==> config.mk <==
export PLATFORM = sky130hd
export DESIGN_NAME = ultrasonic_echo_ranger
export DESIGN_NICKNAME = d
export VERILOG_FILES = /design/src/uer_pkg.sv /design/src/uer_ctrl.sv /design/src/uer_range.sv /design/src/ultrasonic_echo_ranger.sv
export SDC_FILE = /design/constraint.sdc
export NUM_CORES = 1
export LEC_CHECK = 0
export ABC_AREA = 1
export BUFFER_PORTS_ARGS = -buffer_cell sky130_fd_sc_hd__buf_4
export CORE_MARGIN = 5
export CORE_UTILIZATION = 40
export CTS_CLUSTER_DIAMETER = 100
export DETAILED_ROUTE_END_ITERATION = 7
export SLEW_MARGIN = 20
export SYNTH_ARGS = -nofsm -noshare
export SYNTH_HDL_FRONTEND = slang
export SYNTH_HIERARCHICAL = 1
export SYNTH_SLANG_ARGS = --single-unit
==> constraint.sdc <==
create_clock -name i_clk -period 6.7 [get_ports i_clk]
set_clock_uncertainty 0.15 [all_clocks]
set_input_delay 0.67 -clock i_clk [delete_from_list [all_inputs] [get_ports i_clk]]
set_output_delay 0.67 -clock i_clk [all_outputs]
set_load 0.05 [all_outputs]
==> src/uer_pkg.sv <==
// ----------------------------------------------------------------------------
// uer_pkg: shared types and constants of the ultrasonic echo ranger
// Holds the word types of both channels, the stage-to-stage measurement word,
// configuration register indexes, status codes and ranging constants.
// ----------------------------------------------------------------------------
`default_nettype none

package uer_pkg;

    // Sensor lines and configuration port
    localparam int SENSOR_LINES = 3;
    localparam int SENSOR_COUNT_DEF = 3;
    localparam int CFG_DATA_W = 16;

    // Configuration register indexes
    typedef enum logic [1:0] {
        CFG_TIMEOUT    = 2'd0,
        CFG_FULL_BELOW = 2'd1,
        CFG_MID_BELOW  = 2'd2,
        CFG_LOW_BELOW  = 2'd3
    } t_cfg_idx;

    // Configuration reset values
    localparam logic [15:0] TIMEOUT_RST    = 16'd30000;
    localparam logic [11:0] FULL_BELOW_RST = 12'd5;
    localparam logic [11:0] MID_BELOW_RST  = 12'd10;
    localparam logic [11:0] LOW_BELOW_RST  = 12'd15;

    // Status codes
    localparam logic [1:0] ST_OK        = 2'd0;
    localparam logic [1:0] ST_TIMEOUT   = 2'd1;
    localparam logic [1:0] ST_BAD_INDEX = 2'd2;

    // Tank levels
    localparam logic [1:0] LVL_EMPTY = 2'd0;
    localparam logic [1:0] LVL_LOW   = 2'd1;
    localparam logic [1:0] LVL_MID   = 2'd2;
    localparam logic [1:0] LVL_FULL  = 2'd3;

    // Trigger timing in ticks
    localparam logic [15:0] TRIG_LOW_TICKS  = 16'd2;
    localparam logic [15:0] TRIG_HIGH_TICKS = 16'd10;

    // Distance = (width * 2.2/58 + 2.5) in 16-bit fraction fixed point
    localparam int          PROD_W      = 28;
    localparam logic [27:0] DIST_MUL    = 28'd2486;
    localparam logic [27:0] DIST_OFFSET = 28'd163840;

    typedef struct packed {
        logic       cmd;
        logic [1:0] sensor;
        logic [2:0] echo_lines;
    } t_uer_in;

    typedef struct packed {
        logic [2:0]  trig_lines;
        logic        busy_res;
        logic        done_res;
        logic [1:0]  status;
        logic [11:0] range_cm;
        logic [1:0]  tank_level;
    } t_uer_out;

    // Measurement word between sequencer and ranging stage
    typedef struct packed {
        logic [2:0]  trig_lines;
        logic        busy;
        logic        done;
        logic [1:0]  status;
        logic [15:0] width;
    } t_uer_meas;

    typedef struct packed {
        logic [11:0] full_below_cm;
        logic [11:0] mid_below_cm;
        logic [11:0] low_below_cm;
    } t_uer_thresh;

endpackage

`default_nettype wire

==> src/uer_ctrl.sv <==
// ----------------------------------------------------------------------------
// uer_ctrl: trigger and echo sequencer
// Advances the measurement phase once per accepted tick word and registers
// the trigger lines, busy/done flags, status and echo pulse width.
// ----------------------------------------------------------------------------
`default_nettype none

module uer_ctrl
    import uer_pkg::*;
#(
    parameter int SENSOR_COUNT = SENSOR_COUNT_DEF
) (
    input  wire logic        i_clk,
    input  wire logic        i_rst_n,
    input  wire logic [15:0] i_timeout_ticks,
    input  wire logic        i_in_valid,
    output logic             o_in_ready,
    input  wire t_uer_in     i_in_data,
    output logic             o_meas_valid,
    input  wire logic        i_meas_ready,
    output t_uer_meas        o_meas
);

    typedef enum logic [2:0] {
        PH_IDLE      = 3'd0,
        PH_TRIG_LOW  = 3'd1,
        PH_TRIG_HIGH = 3'd2,
        PH_WAIT_RISE = 3'd3,
        PH_WAIT_FALL = 3'd4
    } t_phase;

    localparam logic [2:0] SENSOR_LIMIT = 3'(SENSOR_COUNT);

    t_phase      r_phase, n_phase;
    logic [15:0] r_phase_ticks, n_phase_ticks;
    logic [15:0] r_pulse_ticks, n_pulse_ticks;
    logic [1:0]  r_active, n_active;
    logic        r_meas_valid;
    t_uer_meas   r_meas, n_meas;
    logic        accept;
    logic [2:0]  echo_sh;
    logic        echo_hi;

    assign o_in_ready   = !r_meas_valid || i_meas_ready;
    assign accept       = i_in_valid && o_in_ready;
    assign o_meas_valid = r_meas_valid;
    assign o_meas       = r_meas;

    // Pick the active sensor's echo bit
    assign echo_sh = i_in_data.echo_lines >> r_active;
    assign echo_hi = echo_sh[0];

    // Next phase, counters and measurement word for this tick
    always_comb begin
        n_phase       = r_phase;
        n_phase_ticks = r_phase_ticks;
        n_pulse_ticks = r_pulse_ticks;
        n_active      = r_active;
        n_meas        = '0;
        n_meas.status = ST_OK;
        n_meas.busy   = 1'b1;
        case (r_phase)
            PH_TRIG_LOW: begin
                if (r_phase_ticks + 16'd1 >= TRIG_LOW_TICKS) begin
                    n_phase       = PH_TRIG_HIGH;
                    n_phase_ticks = '0;
                end else begin
                    n_phase_ticks = r_phase_ticks + 16'd1;
                end
            end
            PH_TRIG_HIGH: begin
                n_meas.trig_lines = 3'b001 << r_active;
                if (r_phase_ticks + 16'd1 >= TRIG_HIGH_TICKS) begin
                    n_phase       = PH_WAIT_RISE;
                    n_phase_ticks = '0;
                end else begin
                    n_phase_ticks = r_phase_ticks + 16'd1;
                end
            end
            PH_WAIT_RISE: begin
                if (echo_hi) begin
                    n_phase       = PH_WAIT_FALL;
                    n_phase_ticks = '0;
                    n_pulse_ticks = 16'd1;
                end else if (r_phase_ticks >= i_timeout_ticks) begin
                    n_meas.busy   = 1'b0;
                    n_meas.done   = 1'b1;
                    n_meas.status = ST_TIMEOUT;
                    n_phase       = PH_IDLE;
                    n_phase_ticks = '0;
                    n_pulse_ticks = '0;
                end else begin
                    n_phase_ticks = r_phase_ticks + 16'd1;
                end
            end
            PH_WAIT_FALL: begin
                if (!echo_hi) begin
                    n_meas.busy   = 1'b0;
                    n_meas.done   = 1'b1;
                    n_meas.width  = r_pulse_ticks;
                    n_phase       = PH_IDLE;
                    n_phase_ticks = '0;
                    n_pulse_ticks = '0;
                end else if (r_phase_ticks >= i_timeout_ticks) begin
                    n_meas.busy   = 1'b0;
                    n_meas.done   = 1'b1;
                    n_meas.status = ST_TIMEOUT;
                    n_phase       = PH_IDLE;
                    n_phase_ticks = '0;
                    n_pulse_ticks = '0;
                end else begin
                    n_phase_ticks = r_phase_ticks + 16'd1;
                    if (r_pulse_ticks != 16'hFFFF) begin
                        n_pulse_ticks = r_pulse_ticks + 16'd1;
                    end
                end
            end
            default: begin
                // Idle, or an unknown phase treated as idle
                n_phase = PH_IDLE;
                if (!i_in_data.cmd) begin
                    n_meas.busy = 1'b0;
                end else if ({1'b0, i_in_data.sensor} >= SENSOR_LIMIT) begin
                    n_meas.busy   = 1'b0;
                    n_meas.done   = 1'b1;
                    n_meas.status = ST_BAD_INDEX;
                    n_phase_ticks = '0;
                    n_pulse_ticks = '0;
                end else begin
                    // Start tick is the first trigger-low tick
                    n_active      = i_in_data.sensor;
                    n_phase       = PH_TRIG_LOW;
                    n_phase_ticks = 16'd1;
                    n_pulse_ticks = '0;
                end
            end
        endcase
    end

    // Hold state and the measurement word; advance on each accepted word
    always_ff @(posedge i_clk) begin
        if (!i_rst_n) begin
            r_phase       <= PH_IDLE;
            r_phase_ticks <= '0;
            r_pulse_ticks <= '0;
            r_active      <= '0;
            r_meas_valid  <= 1'b0;
            r_meas        <= '0;
        end else begin
            if (accept) begin
                r_phase       <= n_phase;
                r_phase_ticks <= n_phase_ticks;
                r_pulse_ticks <= n_pulse_ticks;
                r_active      <= n_active;
                r_meas        <= n_meas;
                r_meas_valid  <= 1'b1;
            end else if (i_meas_ready) begin
                r_meas_valid  <= 1'b0;
            end
        end
    end

    // A finished measurement never reports busy
    a_done_not_busy: assert property (@(posedge i_clk) disable iff (!i_rst_n)
        r_meas_valid && r_meas.done |-> !r_meas.busy)
        else $error("done and busy set in the same word");

    // Status is only nonzero on a finishing word
    a_status_on_done: assert property (@(posedge i_clk) disable iff (!i_rst_n)
        r_meas_valid && !r_meas.done |-> r_meas.status == ST_OK)
        else $error("status set without done");

    // At most one trigger line is driven
    a_one_trigger: assert property (@(posedge i_clk) disable iff (!i_rst_n)
        r_meas_valid |-> $onehot0(r_meas.trig_lines))
        else $error("more than one trigger line driven");

    // Pulse count is clear outside a pulse and nonzero during one
    a_pulse_idle: assert property (@(posedge i_clk) disable iff (!i_rst_n)
        r_phase == PH_IDLE |-> r_pulse_ticks == '0)
        else $error("pulse count left over in idle");

    a_pulse_fall: assert property (@(posedge i_clk) disable iff (!i_rst_n)
        r_phase == PH_WAIT_FALL |-> r_pulse_ticks != '0)
        else $error("pulse count zero while timing the echo");

endmodule

`default_nettype wire

==> src/uer_range.sv <==
// ----------------------------------------------------------------------------
// uer_range: distance conversion and tank level output stage
// Scales the echo pulse width to centimeters, classes it against the three
// thresholds and holds the result word until the receiver takes it.
// ----------------------------------------------------------------------------
`default_nettype none

module uer_range
    import uer_pkg::*;
(
    input  wire logic        i_clk,
    input  wire logic        i_rst_n,
    input  wire t_uer_thresh i_thresh,
    input  wire logic        i_meas_valid,
    output logic             o_meas_ready,
    input  wire t_uer_meas   i_meas,
    output logic             o_out_valid,
    input  wire logic        i_out_ready,
    output t_uer_out         o_out_data
);

    logic [PROD_W-1:0] prod;
    logic [11:0]       cm_value;
    logic [1:0]        level;
    t_uer_out          n_out;
    t_uer_out          r_out;
    logic              r_out_valid;

    assign o_meas_ready = !r_out_valid || i_out_ready;
    assign o_out_valid  = r_out_valid;
    assign o_out_data   = r_out;

    // Scale width; the top 12 bits of the product never exceed 2488 cm
    assign prod     = PROD_W'(i_meas.width) * DIST_MUL + DIST_OFFSET;
    assign cm_value = prod[PROD_W-1:16];

    // Class the distance, nearest threshold first
    always_comb begin
        priority if (cm_value < i_thresh.full_below_cm) begin
            level = LVL_FULL;
        end else if (cm_value < i_thresh.mid_below_cm) begin
            level = LVL_MID;
        end else if (cm_value < i_thresh.low_below_cm) begin
            level = LVL_LOW;
        end else begin
            level = LVL_EMPTY;
        end
    end

    // Build the result word; distance and level only on a good finish
    always_comb begin
        n_out            = '0;
        n_out.trig_lines = i_meas.trig_lines;
        n_out.busy_res   = i_meas.busy;
        n_out.done_res   = i_meas.done;
        n_out.status     = i_meas.status;
        if (i_meas.done && i_meas.status == ST_OK) begin
            n_out.range_cm   = cm_value;
            n_out.tank_level = level;
        end
    end

    // Hold the valid flag
    always_ff @(posedge i_clk) begin
        if (!i_rst_n) begin
            r_out_valid <= 1'b0;
        end else if (o_meas_ready) begin
            r_out_valid <= i_meas_valid;
        end
    end

    // Load the result word
    always_ff @(posedge i_clk) begin
        if (o_meas_ready && i_meas_valid) begin
            r_out <= n_out;
        end
    end

endmodule

`default_nettype wire

==> src/ultrasonic_echo_ranger.sv <==
// ----------------------------------------------------------------------------
// ultrasonic_echo_ranger: trigger/echo timing and ranging for three sensors
// Each input word is one microsecond tick carrying a start command, a sensor
// index and the sampled echo lines. Each accepted word gives exactly one
// result word: trigger lines, busy/done flags, status, distance and level.
//
// Input and output channels use valid/ready. A result passes the sequencer
// register, then the ranging register, after its word is accepted, and
// one word is taken every cycle while the receiver keeps ready high.
// When the receiver stalls, the output register and the sequencer register
// fill and o_in_ready drops; no word is lost or repeated.
// The configuration port writes timeout_ticks (index 0), full_below_cm (1),
// mid_below_cm (2) or low_below_cm (3), one per write; the user must write it
// only while the block is idle, which the block itself does not enforce.
// Reset (synchronous, active low) returns the sequencer to idle, clears both
// pipeline valid flags and loads the configuration defaults: timeout 30000,
// thresholds 5, 10 and 15 cm.
// ----------------------------------------------------------------------------
`default_nettype none

module ultrasonic_echo_ranger
    import uer_pkg::*;
#(
    parameter int SENSOR_COUNT = SENSOR_COUNT_DEF
) (
    input  wire logic                  i_clk,
    input  wire logic                  i_rst_n,
    input  wire logic                  i_cfg_wr_en,
    input  wire logic [1:0]            i_cfg_index,
    input  wire logic [CFG_DATA_W-1:0] i_cfg_wdata,
    input  wire logic                  i_in_valid,
    output logic                       o_in_ready,
    input  wire t_uer_in               i_in_data,
    output logic                       o_out_valid,
    input  wire logic                  i_out_ready,
    output t_uer_out                   o_out_data
);

    logic [15:0] r_timeout_ticks;
    t_uer_thresh r_thresh;
    logic        meas_valid;
    logic        meas_ready;
    t_uer_meas   meas;

    // Write configuration registers
    always_ff @(posedge i_clk) begin
        if (!i_rst_n) begin
            r_timeout_ticks        <= TIMEOUT_RST;
            r_thresh.full_below_cm <= FULL_BELOW_RST;
            r_thresh.mid_below_cm  <= MID_BELOW_RST;
            r_thresh.low_below_cm  <= LOW_BELOW_RST;
        end else if (i_cfg_wr_en) begin
            unique case (t_cfg_idx'(i_cfg_index))
                CFG_TIMEOUT:    r_timeout_ticks        <= i_cfg_wdata[15:0];
                CFG_FULL_BELOW: r_thresh.full_below_cm <= i_cfg_wdata[11:0];
                CFG_MID_BELOW:  r_thresh.mid_below_cm  <= i_cfg_wdata[11:0];
                CFG_LOW_BELOW:  r_thresh.low_below_cm  <= i_cfg_wdata[11:0];
                default: ;
            endcase
        end
    end

    uer_ctrl #(
        .SENSOR_COUNT (SENSOR_COUNT)
    ) u_ctrl (
        .i_clk           (i_clk),
        .i_rst_n         (i_rst_n),
        .i_timeout_ticks (r_timeout_ticks),
        .i_in_valid      (i_in_valid),
        .o_in_ready      (o_in_ready),
        .i_in_data       (i_in_data),
        .o_meas_valid    (meas_valid),
        .i_meas_ready    (meas_ready),
        .o_meas          (meas)
    );

    uer_range u_range (
        .i_clk        (i_clk),
        .i_rst_n      (i_rst_n),
        .i_thresh     (r_thresh),
        .i_meas_valid (meas_valid),
        .o_meas_ready (meas_ready),
        .i_meas       (meas),
        .o_out_valid  (o_out_valid),
        .i_out_ready  (i_out_ready),
        .o_out_data   (o_out_data)
    );

endmodule

`default_nettype wire
# After elaboration in Yosys (flattened, before gate mapping)
# Index checks and enable logic that the tools add are counted.
# W data, S select, Z words.
word_totals:
  register_bits: 135
  in_bits: 29
  out_inout_bits: 23
  wordCells: 110
op_classes:
  addsub: 3
  multipliers: 1
  order_cmp: 7
  eq_ne: 12
  n_shift: 2
  n_mux: 39
  n_bitwise: 3
  reduce_logical: 22
op_table:
  columns: ["operator", "n"]
  rows:
  - ["$mux W16", 14]
  - ["$pmux W16 S4", 1]
  - ["$pmux W16 S3", 1]
  - ["$lt A12 B12 Y1", 3]
  - ["$add A16 B1 Y16 const B", 2]
  - ["$add A28 B18 Y28 const B", 1]
  - ["$mul A16 B11 Y27 const B", 1]
  - ["$mux W3", 8]
  - ["$ge A16 B16 Y1", 1]
  - ["$ge A16 B2 Y1 const B", 1]
  - ["$ge A16 B4 Y1 const B", 1]
  - ["$ne A16 B16 Y1 const B", 1]
  - ["$mux W4", 3]
  - ["$pmux W3 S4", 1]
  - ["$pmux W4 S3", 1]
  - ["$reduce_and A2 Y1", 5]
  - ["$mux W2", 4]
  - ["$eq A3 B2 Y1 const B", 2]
  - ["$mux W1", 6]
  - ["$reduce_and A5 Y1", 1]
  - ["$reduce_bool A5 Y1", 1]
  - ["$eq A2 B2 Y1 const B", 2]
  - ["$logic_not A2 Y1", 2]
  - ["$ne A2 B1 Y1 const B", 2]
  - ["18 further kinds", 24]

# Depth between registers and ports, before layout
# Gate-level depths: netlist (run 1).
logic_depth:
  ltp_word: 6
  depth_mapped: 34
  mapped_depth_nobuf: 34

# By module
# The synthesis (run 1) kept the hierarchy.
by_module_without_submodules:
  columns: ["mod", "n_inst", "cells_each", "area_each_um2", "seq_area_each_um2"]
  rows:
  - ["uer_range", 1, 772, 5808.1, 650.6]
  - ["uer_ctrl", 1, 610, 3897.5, 1221.2]
  - ["ultrasonic_echo_ranger", 1, 310, 2134.5, 1041.0]

# Worst setup path before layout (run 1)
# OpenSTA, ideal clock, no wires.
synth_timing:
  path_kind: "flip-flop to flip-flop"
  from: "register u_ctrl.r_meas, in the netlist u_ctrl/o_meas[7]"
  to: "register u_range.r_out, in the netlist u_range/o_out_data[1] (data pin)"
  setup_ps: 273
  arrival_time_ps: 5561
  t_required_ps: 6277
  path_slack_ps: 717
  stages_incl_launch_ff: 34
  n_path_buf: 0
  synth_period_minus_slack_ps: 5983
  cell_sequence: "dfxtp_1 ha_1 xnor2_1 xnor2_1 inv_1 fa_1 inv_1 fa_1 inv_1 fa_1 inv_1 ha_1 nand2_1 nor2_2 inv_1 nor2_1 nand2_1 nand2_1 nand2_1 and2_1 ha_1 inv_1 nand3_2 nand3_2 nor2_4 nand2_1 xor2_1 inv_1 ha_1 nand2_1 o21a_1 o221a_2 o41ai_1 a21oi_1"
synth_between:
  elab_chain_len: 5
  elab_cells_between_ends: 6
  cone_classes: "add/sub (1); mul (1); order compare (2); mux (2)"
synth_lines:
  columns: ["item", "line", "source"]
  rows:
  - ["start, declared", "uer_ctrl.sv:39", "t_uer_meas r_meas, n_meas;"]
  - ["start signal, assigned", "uer_ctrl.sv:155", "r_meas <= n_meas;"]
  - ["$mul A16 B11 Y27 (*)", "uer_range.sv:34", "assign prod = PROD_W'(i_meas.width) * DIST_MUL + DIST_OFFSET;"]
  - ["$add A28 B18 Y28 (*)", "uer_range.sv:34", null]
  - ["net u_range.prod[23]", "uer_range.sv:22", "logic [PROD_W-1:0] prod;"]
  - ["$lt A12 B12 Y1", "uer_range.sv:41", "end else if (cm_value < i_thresh.mid_below_cm) begin"]
  - ["$mux W2", "uer_range.sv:41", null]
  - ["$mux W2 (*)", "uer_range.sv:39", "priority if (cm_value < i_thresh.full_below_cm) begin"]
  - ["end signal, assigned", "uer_range.sv:75", "r_out <= n_out;"]
  - ["end, declared", "uer_range.sv:26", "t_uer_out r_out;"]
# Mark *: on every way through the listed nets, which the timed path passes. The rest lies on a longest branch.
# A chain may end at the register's enable or synchronous reset.

# Worst setup path in the final report (run 1)
layout_timing:
  from: "register u_ctrl.r_meas, in the netlist u_ctrl/o_meas[12]"
  to: "register u_range.r_out, in the netlist u_range/o_out_data[0] (data pin)"
layout_between:
  elab_chain_len: 6
  elab_cells_between_ends: 8
  cone_classes: "add/sub (1); mul (1); order compare (3); mux (3)"
layout_lines:
  columns: ["item", "line", "source"]
  rows:
  - ["$mul A16 B11 Y27 (*)", "uer_range.sv:34", null]
  - ["$add A28 B18 Y28 (*)", "uer_range.sv:34", null]
  - ["net u_range.prod[23]", "uer_range.sv:22", null]
  - ["$lt A12 B12 Y1", "uer_range.sv:43", "end else if (cm_value < i_thresh.low_below_cm) begin"]
  - ["$mux W1", "uer_range.sv:43", null]
  - ["$mux W2", "uer_range.sv:41", null]
  - ["$mux W2 (*)", "uer_range.sv:39", null]
# Marked as above.

==> results of run 1 <==
==> worst max path at each step <==
stage                      startpoint               endpoint  slack [ps]  cells past startpoint
floorplan            u_ctrl/o_meas[7]  u_range/o_out_data[1]         720                     33
global placement     u_ctrl/o_meas[6]  u_range/o_out_data[1]         390                     31
detailed placement   u_ctrl/o_meas[8]  u_range/o_out_data[1]         260                     32
CTS                  u_ctrl/o_meas[8]  u_range/o_out_data[0]         200                     33
global route         u_ctrl/o_meas[8]  u_range/o_out_data[0]         -20                     31
finish              u_ctrl/o_meas[12]  u_range/o_out_data[0]         370                     30
==> report_power, final <==
part	leakage [uW]	internal [uW]	switching, uW	total [uW]
Sequential	0.00114	857	27.6	884
Clock	0.000298	537	415	952
Combinational	0.00523	559	1010	1570
==> per-stage QoR <==
stage	total power, uW	util	TNS [ps]	worst slack, ps
finish	3403	0.4502	0	368.2
CTS	3402	0.4465	0	198.3
detailed placement	2429	0.4261	0	263.7
floorplan	2023	-	0	716.6
global placement	2406	0.4261	0	390.5
global route	3693	0.4502	-22.98	-22.98
==> logic make-up (layout without fill, tap and decap cells) <==
group / after synthesis / in the layout / share of synthesized area
xor gates and xnor gates: 31 / 31 / 0.02420
adders and majority gates: 193 / 193 / 0.2376
buffers and inverters: 354 / 403 / 0.1181
and+or+nand+nor: 801 / 801 / 0.2907
DFF: 135 / 135 / 0.2460
AOI/OAI and AO/OA: 178 / 178 / 0.08338
==> state kept, by name, summed over array words and instances (netlist names) <==
signal                flops
u_ctrl/r_active           2
u_ctrl/r_pulse_ticks     16
u_range/o_out_data       21
u_ctrl/r_phase            3
r_timeout_ticks          16
u_ctrl/o_meas_valid       1
r_thresh                 36
u_ctrl/r_phase_ticks     16
u_ctrl/o_meas            23
u_range/o_out_valid       1
==> Yosys cell counts, drive strengths merged, types with 10 or more instances <==
master / count / area share
edfxtp: 21 / 0.053
nand4: 19 / 0.010
nor2: 185 / 0.066
dfxtp: 114 / 0.19
fa: 53 / 0.090
nor3: 16 / 0.0089
a21oi: 108 / 0.047
clkbuf: 17 / 0.0054
xnor2: 10 / 0.0074
buf: 20 / 0.012
nand2: 454 / 0.15
nand3: 105 / 0.047
inv: 314 / 0.10
nor4: 10 / 0.0053
o21ai: 45 / 0.020
ha: 140 / 0.15
xor2: 21 / 0.017
==> area by class of cell <==
cell class	count	area [um2]
fillers	3075	16160
multi-input cells	1203	7619
flip-flops and latches	135	2932
inverters	317	1190
well taps	390	488.0
clock buffers	17	425.4
repair buffers	54	409.1
clock inverters	15	175.2
==> routing by layer <==
metal	up-vias	routed length, um
li1	5393	-
met1	4705	14190
met2	153	13360
met3	15	752
met4	0	297
met5	-	0
==> what timing repair did <==
action                     CTS  global route
setup endpoints to repair    0             2
hold buffers                 0             0
gates resized for setup      0            27
==> worst max-delay path: cells and delay by family (launching register included) <==
family	cells	cell delay, ps
AO/OA/AOI/OAI	6	780
AND/OR/NAND/NOR	10	1080
flip-flops	1	370
buffers and inverters	6	410
adder cells (fa/ha/maj)	7	3080
XOR/XNOR	1	170
==> impl_summary.md, run 1 <==
Worst setup path
For the worst setup path, the data arrival time is 6320 ps. The worst register-to-register path has a setup slack of 370 ps. For the worst setup path, the data required time is around 6700 ps.

The logic depth of the worst register-to-register path is 30. The worst-path cell with the longest stage delay is sky130_fd_sc_hd__fa_1. In this run the critical register-to-register path is launched from u_ctrl/o_meas[12]. In this run the critical register-to-register path is captured at u_range/o_out_data[0]. The most common cell type on the critical path is sky130_fd_sc_hd__nand2_1.

The critical path capture point type is a register. Along the worst path, the maximum fanout reaches 6. The category of the critical setup timing path is reg -> reg. For this run, the slowest stage of the critical path takes roughly 540 ps. The worst setup path is launched from a register.

Place
Detailed placement finished with a half-perimeter wire length of ~23 mm. The number of cells in the design after placement is 2,099. The number of I/O port buffers is 51.

The total cell area at the placement stage is 12,530 um2. The weighted congestion reported at the end of routability-driven placement is 0.8827.

Min path
The worst hold path terminates at u_range/o_out_data[18]. The worst hold path passes through 0 cells. The startpoint identified for the worst hold timing path is u_ctrl/o_meas[20]. The min-delay analysis places its worst path in the category reg -> reg.

Global routing
After global routing the overflow that remains totals 0. For this run, global-route usage on met2 was measured as 0.2903. The pin count of the biggest net entering global routing is 80. After global routing, the most crowded layer is met2.

For this run, global-route usage on met3 was measured as 0.01883. For this run, the total global-route usage over all layers was measured as 0.1736. The met1 global-route usage is 0.2430.

The first-pass GRT wire length is around 48 mm. The initial antenna violation count came to 0. The via count of the first global-routing pass is about 9,800.

STA
The setup violation total in the final timing report is 0. The number of hold violations in the final report was 0. Dividing the final minimum period by the clock period gives 0.9450. The relative max-transition margin is 0.2850. The slew at the pin closest to its max-slew limit is 1069 ps. Derived from the worst setup path, the maximum achievable clock frequency is 157.9 MHz. Counting I/O delays and the setup requirement, the final critical path takes 6332 ps. Hold timing on the final database bottoms out at a slack of about 270 ps. The final count of pins violating max slew was 0.

Floorplan
The floorplan has 63 rows. The die footprint is 33,140 um2. The total area inside the core boundary comes to 29,400 um2. From left edge to right edge, the die measures 182.0 um. In this run the count of I/O pins placed on the die edge is 52. Measured along the y axis, the die boundary spans around 180 um. The initial utilization of the core area, before any placement, comes to 0.4027.

Logic synthesis
Yosys mapped a number of flops with a built-in enable equal to 21. Dividing the synthesized area by the synthesized cell count gives 6.998 um2. Synthesis produced a netlist with a net count of 1,914.

In the synthesized netlist the dominant register cell turns out to be sky130_fd_sc_hd__dfxtp_1. The cell area after synthesis is 11,840 um2. Yosys mapped the design onto 51 distinct sky130hd cell types. The total number of yosys warnings is 6. The share of the Yosys chip area taken by registers is 0.2460. The proportion of synthesized flip-flops having asynchronous set or reset is 0.

The number of standard cells after synthesis is 1,692. The number of register bits inferred by synthesis is between 100 and 150.

Route
The first detailed-routing pass took 6 iterations. In the routed design, unresolved DRC markers number 0. The count of nets left with antenna violations after detail routing is 0. The via density per instance is between 4 and 5.

In the final routed layout, each cell accounts on average for 13.42 um. The total wirelength of the detailed-routed design is 28.60 mm. The routed layout has 10,270 vias. In this run, the number of DRC markers left after iteration 0 of detailed routing was 598.

Final layout
In the layout the commonest cells are sky130_fd_sc_hd__nand2_1, sky130_fd_sc_hd__inv_1, sky130_fd_sc_hd__nor2_1. After routing the design area is 13,240 um2. Compared with the post-synthesis result, the final layout area differs by 11.80%. In the final layout, the share of cells above drive strength 1 is 0.09765.

The repair_antennas step left the layout with diodes totalling 0. The most frequent standard cell in the layout excluding fill and tap cells is sky130_fd_sc_hd__nand2_1. The number of nets in the final layout is approximately 2,000.

For this run, the number of standard cells in the final layout without fillers is around 2,100.

Power and ir drop
Across the VDD grid, the largest voltage drop is 0.0001707 V. The static leakage is 0.006675 uW. Power spread over the standard cell area amounts to 257.1 nW/um2.

Flow run
The max-cap violation count is 0.

CTS
The clock net in this run drives a total of roughly 140 sinks. In this run the deepest clock path goes through 2 buffers. The later pin in the worst-skew pair is clocked with a latency of 420 ps. The number of setup buffers added after CTS is 0. Buffers inserted during clock tree synthesis total 17. The CTS root buffer is sky130_fd_sc_hd__clkbuf_16.

After clock tree synthesis, the clock-pin slew on the worst setup and hold paths is 60 ps. TritonCTS built the clock tree. The CTS H-tree depth is 4.

Outcome
The flow ran to the end, and the final reports show no timing, DRC or antenna violations.
(Power assumes the default switching activity.)
==> run 2: changes to the inputs <==
- CORE_ASPECT_RATIO: unset -> 1.75
==> impl_summary.md, run 2 (same netlist as run 1, synthesis figures left out) <==
Worst setup path
The slowest stage of the critical path is the sky130_fd_sc_hd__fa_1 cell. The critical register-to-register path startpoint is u_ctrl/o_meas[4]. Data arrives at the worst endpoint at 6380 ps. STA classifies the critical path startpoint as a register. Data on the critical path is required at its endpoint by 6720 ps.

The top cell family by delay on the critical path is adder cells. In this design, the critical path's most frequently occurring cell is sky130_fd_sc_hd__inv_1. The buffering stage count on the worst path with inverters included is 7. The category of the critical setup timing path is reg -> reg.

For flop-to-flop paths, the worst setup slack is 340 ps. The critical path runs through a total of 31 cells. Measured in cells, the most critical reg-to-reg path has a length of 31. Along the worst path, the maximum fanout reaches 6. The delay of the slowest critical-path stage is about 540 ps. STA classifies the critical path endpoint as a register. The worst flop-to-flop path endpoint is u_range/o_out_data[0].

Final layout
0 antenna diodes ended up in the layout. Across the whole layout, storage elements account for 2923 um2. r_thresh holds more flip-flops than any other register.

The final instance count without filler cells is 2,125. Summing all multi-input logic gate instances after layout gives approximately 7600 um2. The number of nets in the final layout is 1,952. Fill cells in the final layout number 3,089. The library cell used most frequently in the layout, excluding fill and tap cells, is sky130_fd_sc_hd__nand2_1. At the end of the flow the core is filled with cells to 0.4523. The share of cells above drive strength 1 is 0.09811.

The number of flip-flops in the largest register is 36. Relative to the synthesized area, the layout overhead comes to 11.87%. In the layout the commonest cells are sky130_fd_sc_hd__nand2_1, sky130_fd_sc_hd__inv_1, sky130_fd_sc_hd__nor2_1.

CTS
Once the clock tree was built, the resizer swapped 0 gates to a different size. TritonCTS built the clock tree. Post-CTS timing repair inserted 0 buffers for setup. The hold buffer count at cts is 0. Buffers inserted during clock tree synthesis total 17. The clock drives 135 sinks.

The clock-pin slew of the registers on the worst-case setup and hold paths is 60 ps. CTS built an H-tree with a depth of 4. At the later pin of the worst-skew pair, clock insertion delay measures between 400 and 500 ps. The clock passes through at most 2 buffers. The CTS root buffer is sky130_fd_sc_hd__clkbuf_16.

STA
The highest clock frequency the design can meet is 157.2 MHz. The setup violation total in the final timing report is 0. Dividing the final minimum period by the clock period gives 0.9496.

The final count of pins violating max slew was 0. Across all setup checks in the final design, the least slack found is approximately 340 ps. The shortest period the worst path allows is 6363 ps. The number of hold violations in the final report came to 0.

For the pin with the worst max-slew slack, the measured transition is just under 900 ps. The relative max-transition margin is 0.4168. The sum of negative setup slack is 0 ps.

Floorplan
Measured along the y axis, the die boundary spans 237.6 um. The floorplan step set the die width to between 100 and 150 um. 52 I/O pins were placed. The initial core utilization is 0.4043. The die footprint is 33,280 um2.

The core area is 29,290 um2. The standard-cell row count is 83.

Global routing
The via count of the first global-routing pass is 10,130. Entering global routing, the biggest net connects 80 pins. The first-pass GRT wire length is 50.62 mm. The initial antenna violation count is 0. The global-route usage over all layers is 0.1890. The overall overflow remaining after global route is 0.

Power and ir drop
The internal power is 2047 uW. Of the total power, the share spent switching nets is 0.4079. In this run the power density over the cells is around 260 nW/um2.

The switching component of the power is 1410 uW. The share of total power dissipated in sequential elements is 0.256. The share of total power dissipated in combinational logic is 0.450. The worst vdd rail ir drop is 0.0002213 V. The total power of the final layout is about 3500 uW. The power share of the clock group is 0.294. The static leakage is 0.006694 uW.

Outcome
The run finished with clean final reports.

Place
The post-place setup slack is 261.2 ps. In this run the tool buffered the top-level ports with 51 buffer cells. The number of cells in the design after placement is 2,093.

The weighted congestion reported at the end of routability-driven placement is 0.9345. Detailed placement ended at an HPWL of 25.50 mm.

Min path
The hold path endpoint is u_range/o_out_data[19]. Counting instances, the worst hold path has a depth of 0. The classification of the worst-slack hold path is reg -> reg. In this run the most critical hold path is launched from u_ctrl/o_meas[21].

Route
The post-detailed-route DRC marker count is 0. The via density per instance is 4.925. The first routing iteration left 498 violations. The detailed-router iteration count before antenna repair is 8.

The routed layout has around 10,000 vias. The total wirelength of the detailed-routed design is 31.39 mm. Once detail routing completed, the nets flagged for antenna violations numbered 0. The routed wire length per instance is ~15 um.

Flow run
Across the run, the number of max-cap violations was 0.
==> run 2: cell types whose count changed in the layout (fill, tap and decap cells not counted), sizes merged <==
cell / delta
clkinvlp: +2
clkbuf: +1
inv: -8
bufinv: +3
clkinv: +2
buf: +2
==> run 2: final cells by class <==
class	instances	share of cell area
tap	382	0.03609
multi-input combinational	1203	0.5736
sequential	135	0.2207
clock inverter	14	0.01493
timing repair buffer	56	0.03174
clock buffer	18	0.03316
inverter	317	0.08984
==> run 2: worst max path at each step <==
stage / start / endpoint / slack (ps)
2_1_floorplan: u_ctrl/o_meas[7] / u_range/o_out_data[1] / 720
3_3_place_gp: u_ctrl/o_meas[6] / u_range/o_out_data[0] / 350
3_5_place_dp: u_ctrl/o_meas[6] / u_range/o_out_data[0] / 260
4_1_cts: u_ctrl/o_meas[6] / u_range/o_out_data[0] / 220
5_1_grt: u_ctrl/o_meas[3] / u_range/o_out_data[0] / -30
6_report: u_ctrl/o_meas[4] / u_range/o_out_data[0] / 340
==> run 2: worst register-to-register path, delay by kind of cell (launching register included) <==
kind            cells  cell delay [ps]
compound gates      4              620
fa+ha+maj           8             3030
flops               1              360
simple gates       11             1270
xor+xnor            1              200
buf+inv             7              460
==> run 2: metal layers <==
layer | track usage | routed length, um | up-vias
met5 | 0 | 0 | -
met4 | 0.08346 | 1289 | 0
met3 | 0.02838 | 777 | 67
met2 | 0.3638 | 17150 | 162
met1 | 0.2003 | 12180 | 4847
li1 | - | - | 5390
==> run 2: through the flow <==
| step | hold WS, ps | cell area [um2] |
|---|---|---|
| detailed placement | 265.0 | 12530 |
| global route | 293.8 | 13250 |
| floorplan | 253.0 | 11840 |
| global placement | 260.3 | 12530 |
| CTS | 279.2 | 13170 |
| finish | 274.4 | 13250 |
==> run 2: power groups by stage <==
stage / registers (uW) / logic, uW / clock network (uW)
after global routing: 889 / 1760 / 1080
after CTS: 884 / 1540 / 1040
final: 884 / 1560 / 1020
after detailed placement: 902 / 1530 / 0
after floorplan: 913 / 1110 / 0
after global placement: 900 / 1510 / 0
